## config.mk

```make
export PLATFORM = sky130hd
export DESIGN_NAME = fys_ctrl
export DESIGN_NICKNAME = d
export VERILOG_FILES = /design/src/rtl/fys_pkg.sv /design/src/rtl/fys_ctrl.sv
export SDC_FILE = /design/constraint.sdc
export NUM_CORES = 1
export LEC_CHECK = 0
export BUFFER_PORTS_ARGS = -buffer_cell sky130_fd_sc_hd__buf_2
export CAP_MARGIN = 10
export CORE_AREA = 2 2 39 41
export DETAILED_ROUTE_END_ITERATION = 7
export DIE_AREA = 0 0 41 43
export SYNTH_ARGS = -nofsm -noshare
export SYNTH_HDL_FRONTEND = slang
export SYNTH_SLANG_ARGS = --single-unit
```

## constraint.sdc

```tcl
create_clock -name clk -period 1.7 [get_ports clk]
set_input_delay 0.17 -clock clk [delete_from_list [all_inputs] [get_ports clk]]
set_output_delay 0.17 -clock clk [all_outputs]
set_load 0.005 [all_outputs]
```

## src/rtl/fys_pkg.sv

```systemverilog
// shared types and constants for the fisher-yates shuffle block
package fys_pkg;

  localparam int POS_W   = 16;
  localparam int VAL_W   = 32;
  localparam int RND_W   = 31;
  localparam int CNT_W   = 17;
  localparam int REQ_W   = 2;
  localparam int REM_W   = 17;

  // divider retires two quotient bits per cycle over a 32-bit dividend
  localparam int DIV_STEPS = 16;
  localparam int DIV_CW    = 4;

  localparam int IN_DATA_W  = 80;
  localparam int OUT_DATA_W = 56;

  localparam logic [REQ_W-1:0] REQ_WRITE = 2'd0;
  localparam logic [REQ_W-1:0] REQ_STEP  = 2'd1;
  localparam logic [REQ_W-1:0] REQ_READ  = 2'd2;

  typedef struct packed {
    logic load;      // latch an accepted item, clear result
    logic wr_entry;  // store word at position, re-arm cursor
    logic set_done;  // step found nothing to swap
    logic rd_pos;    // read entry at position
    logic cap_read;  // capture read data into result
    logic div_start; // start remainder computation
    logic div_step;  // one divider iteration
    logic rd_i;      // read entry at cursor, record partner
    logic rd_j;      // read entry at partner, hold cursor word
    logic wr_i;      // write partner word at cursor
    logic wr_j;      // write cursor word at partner, step cursor down
    logic out_load;  // move result into output register
  } fys_cmd_t;

  typedef struct packed {
    logic [REQ_W-1:0] req;
    logic             pos_ok;
    logic             step_idle;
    logic             div_last;
  } fys_stat_t;

endpackage

```

## src/rtl/fys_ctrl.sv

```systemverilog
// sequencer for write, read and shuffle-step transfers
module fys_ctrl (
  input  logic              clk,
  input  logic              rst_n,
  input  logic              in_tvalid,
  output logic              in_tready,
  output logic              out_tvalid,
  input  logic              out_tready,
  input  fys_pkg::fys_stat_t stat,
  output fys_pkg::fys_cmd_t  cmd
);
  import fys_pkg::*;

  localparam logic [3:0] S_IDLE   = 4'd0;
  localparam logic [3:0] S_DECODE = 4'd1;
  localparam logic [3:0] S_RDWAIT = 4'd2;
  localparam logic [3:0] S_DIV    = 4'd3;
  localparam logic [3:0] S_RD_I   = 4'd4;
  localparam logic [3:0] S_RD_J   = 4'd5;
  localparam logic [3:0] S_WR_I   = 4'd6;
  localparam logic [3:0] S_WR_J   = 4'd7;
  localparam logic [3:0] S_FINISH = 4'd8;

  logic [3:0] state_r, state_nxt;
  logic       out_valid_r, out_valid_nxt;
  logic       out_free;

  assign in_tready  = (state_r == S_IDLE);
  assign out_tvalid = out_valid_r;
  assign out_free   = !out_valid_r || out_tready;

  always_comb begin
    cmd           = '0;
    state_nxt     = state_r;
    out_valid_nxt = out_valid_r;
    if (out_valid_r && out_tready) begin
      out_valid_nxt = 1'b0;
    end
    case (state_r)
      S_IDLE: begin
        if (in_tvalid) begin
          cmd.load  = 1'b1;
          state_nxt = S_DECODE;
        end
      end
      S_DECODE: begin
        case (stat.req)
          REQ_WRITE: begin
            cmd.wr_entry = 1'b1;
            state_nxt    = S_FINISH;
          end
          REQ_STEP: begin
            if (stat.step_idle) begin
              cmd.set_done = 1'b1;
              state_nxt    = S_FINISH;
            end else begin
              cmd.div_start = 1'b1;
              state_nxt     = S_DIV;
            end
          end
          REQ_READ: begin
            if (stat.pos_ok) begin
              cmd.rd_pos = 1'b1;
              state_nxt  = S_RDWAIT;
            end else begin
              state_nxt = S_FINISH;
            end
          end
          default: begin
            state_nxt = S_FINISH;
          end
        endcase
      end
      S_RDWAIT: begin
        cmd.cap_read = 1'b1;
        state_nxt    = S_FINISH;
      end
      S_DIV: begin
        cmd.div_step = 1'b1;
        if (stat.div_last) begin
          state_nxt = S_RD_I;
        end
      end
      S_RD_I: begin
        cmd.rd_i  = 1'b1;
        state_nxt = S_RD_J;
      end
      S_RD_J: begin
        cmd.rd_j  = 1'b1;
        state_nxt = S_WR_I;
      end
      S_WR_I: begin
        cmd.wr_i  = 1'b1;
        state_nxt = S_WR_J;
      end
      S_WR_J: begin
        cmd.wr_j  = 1'b1;
        state_nxt = S_FINISH;
      end
      S_FINISH: begin
        // wait until the output register is empty or being drained
        if (out_free) begin
          cmd.out_load  = 1'b1;
          out_valid_nxt = 1'b1;
          state_nxt     = S_IDLE;
        end
      end
      default: begin
        state_nxt = S_IDLE;
      end
    endcase
  end

  always_ff @(posedge clk) begin
    if (!rst_n) begin
      state_r     <= S_IDLE;
      out_valid_r <= 1'b0;
    end else begin
      state_r     <= state_nxt;
      out_valid_r <= out_valid_nxt;
    end
  end

endmodule

```

== Word level (Yosys, flattened, before mapping) ==
Cells that the tools add are included.

* Input port bits: 9
* Register bits after elaboration: 5
* Output and inout bits: 14
* Logic and storage cells: 51

* Eq/ne operators: 13
* Muxes and demuxes: 29
* Reductions and logical operators: 7

{| class="wikitable"
|+ Operator list
! operator !! count
|-
| case mux 4 bit (8 select lines) || 1
|-
| 2-to-1 mux 1 bit || 21
|-
| 2-to-1 mux 4 bit || 5
|-
| == test 4 x 3 -> 1 bit (second input constant) || 4
|-
| == test 4 x 2 -> 1 bit (second input constant) || 2
|-
| case mux 4 bit (2 select lines) || 1
|-
| != test 2 bit (second input constant) || 3
|-
| == test 4 x 1 -> 1 bit (second input constant) || 1
|-
| == test 4 bit (second input constant) || 1
|-
| zero test 4 bit || 1
|-
| 2-to-1 mux 3 bit || 1
|-
| AND reduction 3 bit || 1
|-
| == test 2 x 1 -> 1 bit (second input constant) || 1
|-
| == test 2 bit (second input constant) || 1
|-
| zero test 2 bit || 1
|-
| OR reduction 2 bit || 1
|-
| logical AND 1 bit || 1
|-
| zero test 1 bit || 1
|-
| logical OR 1 bit || 1
|}

== Logic depth before layout (Yosys ltp) ==
Gate-level depths: netlist of run 1.

* Depth in word-level cells: 4
* Mapped depth: 5
* Gate-level depth less buffers: 5

== Worst setup path before layout of run 1 ==
OpenSTA, ideal clock, no wires.

* Path kind: register to output
* Start: register state_r[0]
* End: output port cmd[11] (netlist bit)
* Path slack: 388 ps
* Cell stages (with the launch flop): 5
* Arrival: 1,142 ps
* Required time: 1,530 ps
* Path buffers: 1
* Path through: dfxtp_1 > clkbuf_1 > or2_2 > nor3_1 > and2_1

{| class="wikitable"
|+ RTL lines
! what !! line !! source
|-
| start, declared || fys_ctrl.sv:24 || <nowiki>logic [3:0] state_r, state_nxt;</nowiki>
|-
| start signal, assigned || fys_ctrl.sv:119 || <nowiki>state_r <= state_nxt;</nowiki>
|-
| end, declared || fys_ctrl.sv:10 || <nowiki>output fys_pkg::fys_cmd_t cmd</nowiki>
|}

==> impl_metrics.toml, run 1 <==
[outcome]
status = "finished clean"

[sta]
relSlewSlack_pct = 76.5
hold_viol_final = 0
finalCritPeriodShare_pct = 93.8
finalWorstSetupSlack_ns = 0.106
grt_setup_unrepaired = "no"
fmax_mhz = 627
slew_violations = 0
post-route-min-period_ns = 1.59
worst_slew_pin_slew_ns = 0.350
fin_setup_tns_ns = 0
whs_ns = 0.173
setup_viol = 0
skew_ns = 0.00592

[grt]
grt-ovfl-total = 0
grt_pass1_vias = 402
antenna_found_initial = 0
grt_max_degree = 13
grt.total_usage_pct = 13.8
grt_first_pass_wirelength_mm = 1.54

[critical_path]
endpoint_kind = "output port"
slowest_stage = "or4b_1"
path_cells = "or4b_1 > nor2b_1 > buf_2"
crit_type = "flop to output port"
critPathLaunchType = "flop"
crit_required_ns = 1.53
cp_max_fo = 10
critPathMaxStageDelay_ns = 0.57
worstPathArrival_ns = 1.42

[yosys]
yosys_warnings = 0
synthFlopType = "dfxtp_1"
synth_top_cell_area_share_pct = 21.5
syn_nets = 71
async_flop_share_pct = 0
synth-seq-area-share_pct = 21.5
synth.area.top_cells = "dfxtp_1, ha_1, and2_1"
syn_area_per_cell_sq_um = 7.89
synth-edff-count = 0
synth_top_area_cell = "dfxtp_1"
synthCells = 59
syn_area_sq_um = 465
netlist-cell-type-count = 29
synth-seq-cells = 5

[clock_tree]
clockBufferDepth = 2
postCtsHoldBufs = 0
cts_inserted_buffers = 3
h-tree-depth = 1
root_buffer = "clkbuf_4"
cts_tree = "yes"
path_clk_slew_ns = 0.05
clk_latency_ns = 0.25
cts.sinks = 5

[power_and_ir_drop]
ir_drop_uv = 394
p_sw_share_pct = 28.7
switchingPower_uw = 107
power_leakage_uw = 0.000304
p_seq_share_pct = 37.1
comb_power_share_pct = 24.5
p_int_uw = 266
clkPwrFrac_pct = 38.3
p_per_area_nw_per_um2 = 601

[final_layout]
layout-drive-gt1-share_pct = 38.6
antenna_cells = 0
nNetsFinal = 96
syn2layout_area_growth_pct = 33.6
layout_common_cells = "buf_2, nor2_1, and2_1, nor2b_1, nand2b_1"
fill_cells = 142
final_common_cell = "buf_2"

[drt]
ant_nets = 0
viasPerCell = 4.90
dr.pass1.iters = 4
wl_per_cell_um = 10.1
vias = 485
detail_route.wirelength_um = 995
drt_iter0_markers = 3
drc = 0

[die]
die_w_um = 41
die_h_um = 43
initial_core_util_pct = 33.6
rows = 14
io_pins = 23
core_area_sq_um = 1380
die-area_sq_um = 1760

[placement]
dp_slack_ns = 0.237
io_buffer_count = 22
gp_congestion = 0.633
dp_hpwl_um = 770

[min_path]
hold_class = "input port to flop"

[flow_run]
drv_cap = 0
==> area by class of cell <==
class	count	area, sq um	share of cell area (%)
Multi-Input combinational cell	48	343	55.1
Timing Repair Buffer	23	118	18.9
Sequential cell	5	104	16.7
Clock buffer	4	26.3	4.23
Tap cell	16	20.0	3.22
Inverter	3	11.3	1.81
==> layer usage <==
| metal | vias up | wire length, um | global-route usage, % |
|---|---|---|---|
| li1 | 255 | - | - |
| met1 | 209 | 427 | 12.9 |
| met2 | 17 | 461 | 20.9 |
| met3 | 4 | 75 | 7.85 |
| met4 | 0 | 31 | 10.0 |
| met5 | - | 0 | 0 |
==> critical path: cells and delay by family, from the launching register on <==
family / cells / cell delay (ns)
AND/OR/NAND/NOR: 2 / 0.69
flip-flops: 1 / 0.37
buffers and inverters: 1 / 0.11
==> cell families (layout without fill, tap and decap cells) <==
group	after synthesis	after routing	synth area share [%]
AOI/OAI and AO/OA	12	12	18.5
muxes	1	1	2.42
buffers and inverters	6	30	6.72
DFF	5	5	21.5
and+or+nand+nor	32	32	42.7
adders and majority gates	3	3	8.07
==> flip-flops by register name, summed over array words and instances, names as in the netlist <==
register	cells
state_r	4
out_tvalid	1
==> worst paths after layout <==
check | startpoint | to | slack, ns | cells after the start
max | state_r[2] | cmd[0] | 0.11 | 3
min | rst_n | state_r[3] | 0.17 | 2
max reg2reg | state_r[0] | state_r[1] | 0.37 | 3
min reg2reg | out_tvalid | out_tvalid | 0.53 | 2
==> through the flow <==
stage               cells  power [uW]  util [%]  cell area [sq um]
floorplan              59         194         -                465
global placement       95         227      42.1                583
detailed placement     95         228      42.1                583
CTS                    99         381      44.7                618
global route           99         401      44.9                622
finish                 99         373      44.9                622
==> cell usage after synthesis (2+ instances only) <==
cell type  n
a21boi_0   2
a21oi_1    3
and2_1     5
dfxtp_1    5
ha_1       3
inv_1      3
nand2_1    2
nand2b_1   4
nor2_1     5
nor2b_1    5
nor3_1     3
o31a_1     2
==> timing repair <==
action                                  CTS  global route
setup buffers                             0             0
gates resized for setup                   1             3
endpoints found under the setup margin    4             2
==> power groups by stage <==
stage	Sequential, uW	Combinational, uW	Clock (uW)
6_report	139	91.6	143
5_1_grt	140	103	158
4_1_cts	137	93.0	151
3_5_place_dp	139	89.6	0
3_3_place_gp	138	89.6	0
2_1_floorplan	131	63.0	0
Power figures use the tool's default switching activity.
==> inputs of run 2 (changes only) <==
CAP_MARGIN = 5   (was 10)
clock period = 2 ns   (was 1.7 ns; I/O delays follow)
==> impl_metrics.toml, run 2 (synthesis gave the netlist of run 1 again) <==
[critical_path]
endpoint_kind = "output port"
slowest_stage = "nor4b_2"
crit_type = "flop to output port"
crit_required_ns = 1.80
critPathLaunchType = "flop"
rrSetupSlack_ns = 0.57
cp_max_fo = 12
critPathMaxStageDelay_ns = 0.54
path_cells = "nor4b_2 > and3_1 > buf_2"
cp_num_buf_inv = 1
r2r_cells = 3
cp.depth = 3
critical_path.top_delay_family = "simple AND/OR/NAND/NOR gates"
worstPathArrival_ns = 1.59

[min_path]
hold_class = "input port to flop"
min_path_cells = 2

[clock_tree]
cts.sinks = 5
h-tree-depth = 1
root_buffer = "clkbuf_4"
postCtsHoldBufs = 0
cts_resized = 0
clk_latency_ns = 0.24
cts_inserted_buffers = 3
cts_tree = "yes"
cts_setup_buffers = 0
path_clk_slew_ns = 0.05
clockBufferDepth = 2

[drt]
dr.pass1.iters = 4
wl_per_cell_um = 9.59
ant_nets = 0
viasPerCell = 4.74
detail_route.wirelength_um = 940
drc = 0
vias = 465
drt_iter0_markers = 7

[power_and_ir_drop]
p_per_area_nw_per_um2 = 514
power_leakage_uw = 0.000294
ir_drop_uv = 271

[sta]
finalCritPeriodShare_pct = 89.4
hold_viol_final = 0
fmax_mhz = 560
skew_ns = 0.00380
worst_slew_pin_slew_ns = 0.565
fin_setup_tns_ns = 0
slew_violations = 0
whs_ns = 0.209
post-route-min-period_ns = 1.79
relSlewSlack_pct = 62.2
setup_viol = 0
grt_setup_unrepaired = "no"

[die]
die_h_um = 43
io_pins = 23
core_area_sq_um = 1380
rows = 14
initial_core_util_pct = 33.6
die_w_um = 41
die-area_sq_um = 1760

[grt]
antenna_found_initial = 0
grt_first_pass_wirelength_mm = 1.50
grt_max_degree = 13
grt.total_usage_pct = 12.9
grt-ovfl-total = 0
grt_pass1_vias = 373

[final_layout]
nNetsFinal = 95
syn2layout_area_growth_pct = 29.3
antenna_cells = 0
largest_register = "state_r"
largest_reg_flops = 4
fill_cells = 148
final_common_cell = "buf_2"
layout-drive-gt1-share_pct = 34.1
layout_common_cells = "buf_2, nor2_1, and2_1, nor2b_1, dfxtp_1"

[flow_run]
drv_cap = 0

[placement]
io_buffer_count = 22
gp_congestion = 0.661
dp_hpwl_um = 740

[outcome]
status = "finished clean"
==> run 2: cell types whose count changed in the layout (fill, tap and decap cells not counted), sizes merged <==
cell	change
buf	-1
==> run 2: layout make-up <==
cell class	instances	area [sq um]	area share (%)
multi-input combinational	48	334	55.5
tap	16	20.0	3.33
timing repair buffer	22	110	18.3
clock buffer	4	26.3	4.37
sequential	5	100	16.6
inverter	3	11.3	1.87
==> run 2: worst reg2reg max path, delay by kind of cell, from the launching register on <==
family / cells / cell delay, ns
compound gates: 2 / 0.35
flops: 1 / 0.48
simple gates: 1 / 0.54
==> run 2: where the power goes <==
| part | switching (uW) | leakage (uW) | internal (uW) |
|---|---|---|---|
| sequential | 10.9 | 0.0000407 | 106 |
| combinational | 33.5 | 0.000238 | 40.7 |
| clock | 42.7 | 0.0000150 | 75.5 |
==> run 2: stage by stage <==
step	std cells	power (uW)	util [%]	setup WS, ns	area (sq um)
after floorplan	59	165	-	0.658	465
after global placement	94	193	41.6	0.463	576
after detailed placement	94	193	41.6	0.483	576
after CTS	98	314	43.5	0.212	602
after global routing	98	334	43.5	0.0274	602
final	98	309	43.5	0.213	602
==> run 2: final timing paths <==
check	startpoint	end
max	state_r[0]	cmd[9]
min	rst_n	state_r[3]
max reg2reg	state_r[0]	state_r[3]
min reg2reg	out_tvalid	out_tvalid
==> run 2: per-layer routing <==
metal  GRT usage, %  vias to the layer above  share of wire, %
met3           3.14                        4               7.1
met1           16.1                      193                47
met4           10.0                        0               3.9
li1               -                      252                 -
met2           17.8                       16                41
met5              0                        -                 0
==> inputs of run 3 (changes only) <==
PLACE_DENSITY_LB_ADDON = 0.15   (was unset)
==> impl_metrics.toml, run 3 (synthesis gave the netlist of run 1 again) <==
[outcome]
status = "finished clean"

[grt]
grt-ovfl-total = 0
grt_pass1_vias = 378
antenna_found_initial = 0
grt.total_usage_pct = 13.1
grt_first_pass_wirelength_mm = 1.54
grt_max_degree = 13

[placement]
dp_hpwl_um = 762
dp_slack_ns = 0.491
io_buffer_count = 22
gp_congestion = 0.626

[power_and_ir_drop]
comb_power_share_pct = 24.0
p_sw_share_pct = 27.6
clkPwrFrac_pct = 37.8
p_seq_share_pct = 38.2
ir_drop_uv = 246
switchingPower_uw = 84.7
p_per_area_nw_per_um2 = 509
power_leakage_uw = 0.000294
p_int_uw = 222

[clock_tree]
postCtsHoldBufs = 0
cts.sinks = 5
h-tree-depth = 1
path_clk_slew_ns = 0.04
cts_resized = 0
cts_inserted_buffers = 3
root_buffer = "clkbuf_4"
cts_setup_buffers = 0
clockBufferDepth = 2
clk_latency_ns = 0.24
cts_tree = "yes"

[sta]
setup_viol = 0
relSlewSlack_pct = 65.2
skew_ns = 0.00175
fmax_mhz = 572
finalCritPeriodShare_pct = 87.3
hold_viol_final = 0
grt_setup_unrepaired = "no"
post-route-min-period_ns = 1.75
fin_setup_tns_ns = 0
finalWorstSetupSlack_ns = 0.253
slew_violations = 0
worst_slew_pin_slew_ns = 0.520

[critical_path]
worstPathArrival_ns = 1.55
path_cells = "nor4b_2 > and3_1 > buf_2"
endpoint_kind = "output port"
slowest_stage = "nor4b_2"
timing.rr.start = "state_r[0]"
critPathLaunchType = "flop"
cp_max_fo = 12
critPathMaxStageDelay_ns = 0.51
r2r_end = "state_r[1]"
crit_required_ns = 1.80
endpoint = "cmd[9]"
r2r_cells = 3
rrSetupSlack_ns = 0.57
crit_start = "state_r[0]"
crit_type = "flop to output port"

[final_layout]
layout-drive-gt1-share_pct = 34.1
largest_reg_flops = 4
largest_register = "state_r"
layout_common_cells = "buf_2, nor2_1, and2_1, nor2b_1, dfxtp_1"
nNetsFinal = 95
final_common_cell = "buf_2"
antenna_cells = 0
syn2layout_area_growth_pct = 29.3

[drt]
dr.pass1.iters = 4
route.met3.wl_um = 46
top_layer = "met3"
ant_nets = 0
wl_met2_um = 488
wl_per_cell_um = 9.64
drt_iter0_markers = 3
viasPerCell = 4.81
drc = 0
detail_route.wirelength_um = 945
drt-met1-wl_um = 411
vias = 471

[die]
initial_core_util_pct = 33.6
die_w_um = 41
die-area_sq_um = 1760
die_h_um = 43
core_area_sq_um = 1380
rows = 14
io_pins = 23

[flow_run]
drv_cap = 0

[min_path]
hold_class = "input port to flop"
-- run 3: cell counts in the layout (fill, tap and decap cells not counted) --
No cell type changed its count.
-- run 3: how the worst min path moves through the flow --
stage / cells past startpoint / endpoint / slack, ns / startpoint
after floorplan: 1 / state_r[3] / 0.33 / rst_n
after global placement: 2 / state_r[3] / 0.46 / rst_n
after detailed placement: 2 / state_r[3] / 0.46 / rst_n
after CTS: 2 / state_r[3] / 0.21 / rst_n
after global routing: 2 / state_r[3] / 0.22 / rst_n
final: 2 / state_r[3] / 0.21 / rst_n
-- run 3: metal layers --
metal	up-vias	global-route usage [%]
met3	0	3.14
met5	-	0
li1	252	-
met2	14	19.4
met1	205	15.3
met4	0	10.0
-- run 3: power groups by stage --
stage          registers, uW  clock network, uW  logic [uW]
2_1_floorplan            112                  0        53.5
3_3_place_gp             119                  0        74.3
3_5_place_dp             119                  0        74.6
4_1_cts                  117                121        74.9
5_1_grt                  119                126        83.1
6_report                 117                116        73.5
-- run 3: final cells by class --
cell class	count	area, sq um
Multi-Input combinational cell	48	334
Clock buffer	4	26.3
Fill cell	147	782
Inverter	3	11.3
Sequential cell	5	100
Tap cell	16	20.0
Timing Repair Buffer	22	110
-- run 3: per-stage QoR --
stage	std cells	utilization, %	hold slack [ns]	total power, uW	instance area, sq um
2_1_floorplan	59	-	0.328	165	465
3_3_place_gp	94	41.6	0.461	193	576
3_5_place_dp	94	41.6	0.464	193	576
4_1_cts	98	43.5	0.209	313	602
5_1_grt	98	43.5	0.223	329	602
6_report	98	43.5	0.213	306	602
-- run 3: worst max-delay path: cells and delay by family, from the launching register on --
| family | cells | cell delay (ns) |
|---|---|---|
| flops | 1 | 0.48 |
| simple gates | 2 | 0.73 |
| buf+inv | 1 | 0.10 |
